$ cat src/hdl/llca_pkg.sv
// Shared types and constants of the least-loaded core allocator.
`timescale 1ns / 1ps
package llca_pkg;

	localparam logic [2:0] FN_REGISTER     = 3'd0;
	localparam logic [2:0] FN_UNREGISTER   = 3'd1;
	localparam logic [2:0] FN_DECOMMISSION = 3'd2;
	localparam logic [2:0] FN_RECOMMISSION = 3'd3;
	localparam logic [2:0] FN_ALLOC_LEAST  = 3'd4;
	localparam logic [2:0] FN_ALLOC_CORE   = 3'd5;
	localparam logic [2:0] FN_DEALLOC      = 3'd6;
	localparam logic [2:0] FN_QUERY        = 3'd7;

	localparam logic [2:0] ST_OK        = 3'd0;
	localparam logic [2:0] ST_ABSENT    = 3'd1;
	localparam logic [2:0] ST_FULL      = 3'd2;
	localparam logic [2:0] ST_RANGE     = 3'd3;
	localparam logic [2:0] ST_LIMIT     = 3'd4;
	localparam logic [2:0] ST_DUPLICATE = 3'd5;

	localparam logic [1:0] CFG_MAX_PER_CORE = 2'd0;
	localparam logic [1:0] CFG_CORE0_EXTRA  = 2'd1;

	localparam logic [12:0] MAX_PER_CORE_RST = 13'd1000;
	localparam logic [12:0] CORE0_EXTRA_RST  = 13'd2;

	localparam logic [15:0] WEIGHT_MAX = 16'hFFFF;
	localparam logic [19:0] COUNT_MAX  = 20'hFFFFF;

	typedef struct packed {
		logic [2:0] func;
		logic [3:0] node_id;
		logic [6:0] core_count;
		logic [5:0] core;
	} req_t;

	typedef struct packed {
		logic [2:0] status;
		logic [5:0] chosen_core;
		logic       node_empty;
		logic [4:0] live_nodes;
	} rsp_t;

	typedef struct packed {
		logic [12:0] max_per_core;
		logic [12:0] core0_extra;
	} cfg_t;

	typedef struct packed {
		logic [19:0] alloc;
		logic [6:0]  cores;
		logic        retired;
	} node_info_t;

endpackage

$ cat src/hdl/llca_cfg.sv
// Configuration registers and the registered node capacity product.
`timescale 1ns / 1ps
module llca_cfg (
	input  logic              clk,
	input  logic              arst_n,
	input  logic              cfg_valid,
	output logic              cfg_ready,
	input  logic [1:0]        cfg_index,
	input  logic [12:0]       cfg_data,
	input  logic [6:0]        cores,
	output llca_pkg::cfg_t    cfg,
	output logic [19:0]       prod
);
	import llca_pkg::*;

	cfg_t        cfg_q;
	logic [19:0] prod_q;

	assign cfg_ready = 1'b1;

	always_ff @(posedge clk or negedge arst_n) begin
		if (!arst_n) begin
			cfg_q.max_per_core <= MAX_PER_CORE_RST;
			cfg_q.core0_extra  <= CORE0_EXTRA_RST;
		end else if (cfg_valid) begin
			if (cfg_index == CFG_MAX_PER_CORE) begin
				cfg_q.max_per_core <= cfg_data;
			end else if (cfg_index == CFG_CORE0_EXTRA) begin
				cfg_q.core0_extra <= cfg_data;
			end
		end
	end

	always_ff @(posedge clk) begin
		prod_q <= 20'(cores) * 20'(cfg_q.max_per_core);
	end

	assign cfg  = cfg_q;
	assign prod = prod_q;

endmodule

$ cat config.mk
export PLATFORM = sky130hd
export DESIGN_NAME = llca_cfg
export DESIGN_NICKNAME = d
export VERILOG_FILES = /design/src/hdl/llca_pkg.sv /design/src/hdl/llca_cfg.sv
export SDC_FILE = /design/constraint.sdc
export NUM_CORES = 1
export LEC_CHECK = 0
export BUFFER_PORTS_ARGS = -buffer_cell sky130_fd_sc_hd__buf_2
export CORE_ASPECT_RATIO = 0.9
export CORE_MARGIN = 2
export CORE_UTILIZATION = 45
export CTS_CLUSTER_DIAMETER = 200
export DETAILED_ROUTE_END_ITERATION = 12
export PLACE_DENSITY_LB_ADDON = 0.05
export SLEW_MARGIN = 25
export SYNTH_ARGS = -nofsm -noshare
export SYNTH_HDL_FRONTEND = slang
export SYNTH_SLANG_ARGS = --single-unit
$ cat constraint.sdc
create_clock -name clk -period 12.75 [get_ports clk]
set_input_delay 2.55 -clock clk [delete_from_list [all_inputs] [get_ports clk]]
set_output_delay 2.55 -clock clk [all_outputs]
set_load 0.05 [all_outputs]
# Yosys cells after proc, flatten, opt, wreduce, memory -nomap -nowiden

Cells that the tools add are included.

Register bits: 46
Output and inout port bits: 47
Logic and storage cells: 9

Multiply operators: 1
Equal/unequal tests: 1
Bitwise logic cells: 1
Reductions and logical operators: 3

Operators by type and width:

| cell                 | number |
|---|---|
| $mul A7 B13 Y20      | 1 |
| $reduce_and A3 Y1    | 1 |
| $eq A2 B1 Y1 const B | 1 |
| $logic_not A2 Y1     | 1 |
| $reduce_and A2 Y1    | 1 |
| $not A1 Y1           | 1 |

# Longest topological paths before layout

Depth in word-level cells: 3
Depth in mapped cells: 18
Gate-level depth less buffers: 16

# Worst setup path before layout

OpenSTA, ideal clock, no wires.

Path kind: input to register
From: input port cores[6]
To: register prod_q[19], in the netlist prod[19]
Arrival time: 6.407 ns
Data required time: 12.629 ns
Setup slack: 6.221 ns
Stages: 18
Path buffers: 2
Cells stage by stage: clkbuf_1 and2_1 fa_1 inv_1 fa_1 inv_1 fa_1 inv_1 fa_1 inv_1 ha_1 buf_6 a21oi_2 o22ai_1 a211oi_2 o211ai_2 o31ai_4 xnor2_1

Cells in the longest elaborated chain, start to end: 1

RTL lines:

| element              | RTL line       | source |
|---|---|---|
| start, declared      | llca_cfg.sv:10 | `input logic [6:0] cores,` |
| $mul A7 B13 Y20      | llca_cfg.sv:35 | `prod_q <= 20'(cores) * 20'(cfg_q.max_per_core);` |
| end signal, assigned | llca_cfg.sv:35 |  |
| end, declared        | llca_cfg.sv:17 | `logic [19:0] prod_q;` |

Every way passes these cells.
A chain may end at the register's enable or synchronous reset.

# Final worst setup path

From: input port cores[1]
To: register prod_q[16], in the netlist prod[16]

The elaborated chain is that of the path after synthesis.

==> key figures <==
Yosys
  – Seq/Total Area, Yosys: 24.45%
  – Synthesis Warnings: 0
  – Flops & latches, synth: 46
  – Synthesized cell area: 4334 µm²
  – Yosys top cell by area: fa_1
  – Top cell type's share of synthesized area: between 20% and 30%
  – Top cells by area, synth: fa_1, dfrtp_1, ha_1, dfxtp_1, and2_1
  – Post-Syn Instances: 427
  – Mapped Nets: roughly 540
  – Avg Inst Size Synth: between 10 and 15 µm²
  – Synth unique cells: between 40 and 50

Detailed routing
  – Final wirelength: 8639 µm
  – 1st-iter DRT viols: 52
  – Routed Antenna Nets: 0
  – Via count: between 3000 and 4000
  – DRC Markers: 0
  – Drt pass-1 iters: 4
  – Vias per cell: slightly above 5
  – Routed WL per cell: 14.05 µm

Flow run
  – Max_cap viols: 0

Clock network
  – TritonCTS clock tree: built
  – Hold buffer count at cts: 0
  – Clock Latency Late Sink: 300 ps
  – CTS buffer count: 5
  – Worst-case clock buffer depth: 2
  – CTS H-tree depth: 2
  – Clk pin slew, worst setup/hold paths: roughly 90 ps
  – Root Buffer: clkbuf_8
  – Setup bufs post-CTS: 0
  – CTS-repair resized insts: 0
  – CTS Sinks: 46

Placement
  – Detailed placer's ending HPWL: ~7000 µm
  – Placement Cell Area: between 4000 and 5000 µm²
  – Final GP Congestion: between 0.7 and 0.8
  – Port bufs: 70

STA
  – Final period utilization: 50.86%
  – RSZ-0062 raised after global routing: no
  – Final Hold Viols: 0
  – Tightest Pin Transition: ~1000 ps
  – Skew final: a little over 3 ps
  – Setup-failing EPs final: 0
  – Minimum clock period: 6485 ps
  – Sum Neg Setup Slack: 0 ps
  – Final Slew Violations: 0
  – Fmax: between 150 and 200 MHz
  – Slew HR: approximately 33%

Critical path
  – Crit path DAT: 6700 ps
  – Worst setup SP type: input port
  – CP endpoint kind: flop
  – Critical Path RT: 12970 ps
  – Setup CP Type: in2reg
  – Worst-path maximum fanout: 13

Die
  – FP Rows: 33
  – Die height: ~100 µm
  – Initial core utilization: 46.86%
  – # IOs: 72
  – Core area: slightly above 9000 µm²
  – Die area: approximately 10000 µm²
  – Die width: roughly 110 µm

Worst hold path
  – Hold Crit Class: reg2reg

Global route
  – Wire length of the first global-routing pass: about 16000 µm
  – Initial antenna violation count: 0
  – Pin count of the biggest net entering global routing: 27
  – Number of global-route vias before repair: approximately 3400
  – Grt total ovfl: 0
  – Tot GR Track Use: 18.77%

Final layout
  – Most frequent cells in the layout: inv_1, buf_2, and2_1, fa_1, nand2_1
  – Area grow syn2layout: 12.88%
  – Layout cell share with drive strength beyond 1: between 20 and 25%
  – Fin area: just under 5000 µm²
  – Ant. Diodes: 0
  – Fin nets: between 600 and 700

Outcome
  – Status: completed
## flip-flops by register name (all words and copies together), names as in the netlist
| signal | cells |
|---|---|
| cfg | 26 |
| prod | 20 |
## kinds of logic after synthesis
| kind of cell | Yosys count | synth area share, % |
|---|---|---|
| buffers and inverters | 82 | 7.448 |
| and+or+nand+nor | 124 | 15.27 |
| muxes | 26 | 6.755 |
| xor gates and xnor gates | 16 | 3.233 |
| DFF | 46 | 24.45 |
| other | 1 | 0.08652 |
| adders and majority gates | 92 | 35.91 |
| AOI/OAI and AO/OA | 40 | 6.842 |
## synth_stat cells, drive strengths merged
library cell and instances:
nand4 2, or2 1, and2 58, and4bb 1
nor3b 3, dfxtp 20, o31ai 2, o21ai 10
conb 1, buf 5, mux2 26, a211oi 4
xor2 8, xnor2 8, nand3b 1, a21oi 13
ha 38, nor2 8, dfrtp 19, nand2 43
o21bai 1, o22ai 2, fa 54, inv 70
a21o 4, nand3 2, nand2b 3, o211ai 2
nor2b 2, clkbuf 7, a211o 1, dfstp 7
a221oi 1
## critical path, cell delays in order
cell	delay, ps
buf_2	180
and2_1	190
fa_1	530
inv_1	60
fa_1	530
inv_1	50
fa_1	480
inv_1	50
fa_1	470
inv_1	40
ha_1	330
a21oi_1	180
o21ai_1	120
a211oi_1	310
nor2_1	140
and4bb_1	240
a211oi_2	240
## path summary, 6_finish.rpt
check,start,slack [ps],endpoint,cells after the start
setup / recovery,cores[1],6260,prod[16],17
hold / removal,cfg[9],510,cfg[9],1
min in group asynchronous,arst_n,2240,cfg[9],1
max in group asynchronous,arst_n,10130,cfg[13],1
setup reg to reg,cfg[18],8170,prod[16],14
hold reg to reg,cfg[9],510,cfg[9],1
## metrics by stage
step | instances | setup slack [ps] | utilization (%) | hold slack (ps)
2_1_floorplan | 427 | 6221 | - | 728.8
3_3_place_gp | 607 | 6103 | 51.70 | 482.8
3_5_place_dp | 607 | 6013 | 51.70 | 489.9
4_1_cts | 615 | 6327 | 52.90 | 511.5
5_1_grt | 615 | 6052 | 52.90 | 526.6
6_report | 615 | 6265 | 52.90 | 507.3
## routing by layer
| metal | global-route usage, % | share of wire (%) | vias to the layer above | wire, µm |
|---|---|---|---|---|
| li1 | - | - | 1464 | - |
| met1 | 24.56 | 45 | 1602 | 3908 |
| met2 | 32.38 | 50 | 50 | 4339 |
| met3 | 2.884 | 3.2 | 12 | 279 |
| met4 | 5.030 | 1.3 | 0 | 112 |
| met5 | 0 | 0 | - | 0 |
## layout make-up
type / instances / area [µm²]
Tap cell: 122 / 152.6
Sequential cell: 46 / 1060
Inverter: 70 / 262.8
Timing Repair Buffer: 70 / 350.3
Clock inverter: 2 / 37.54
Multi-Input combinational cell: 299 / 2957
Fill cell: 881 / 4357
Clock buffer: 6 / 72.57
Power is not shown: default switching activity piles up to over one toggle a cycle in this logic, so the estimate is an artifact.
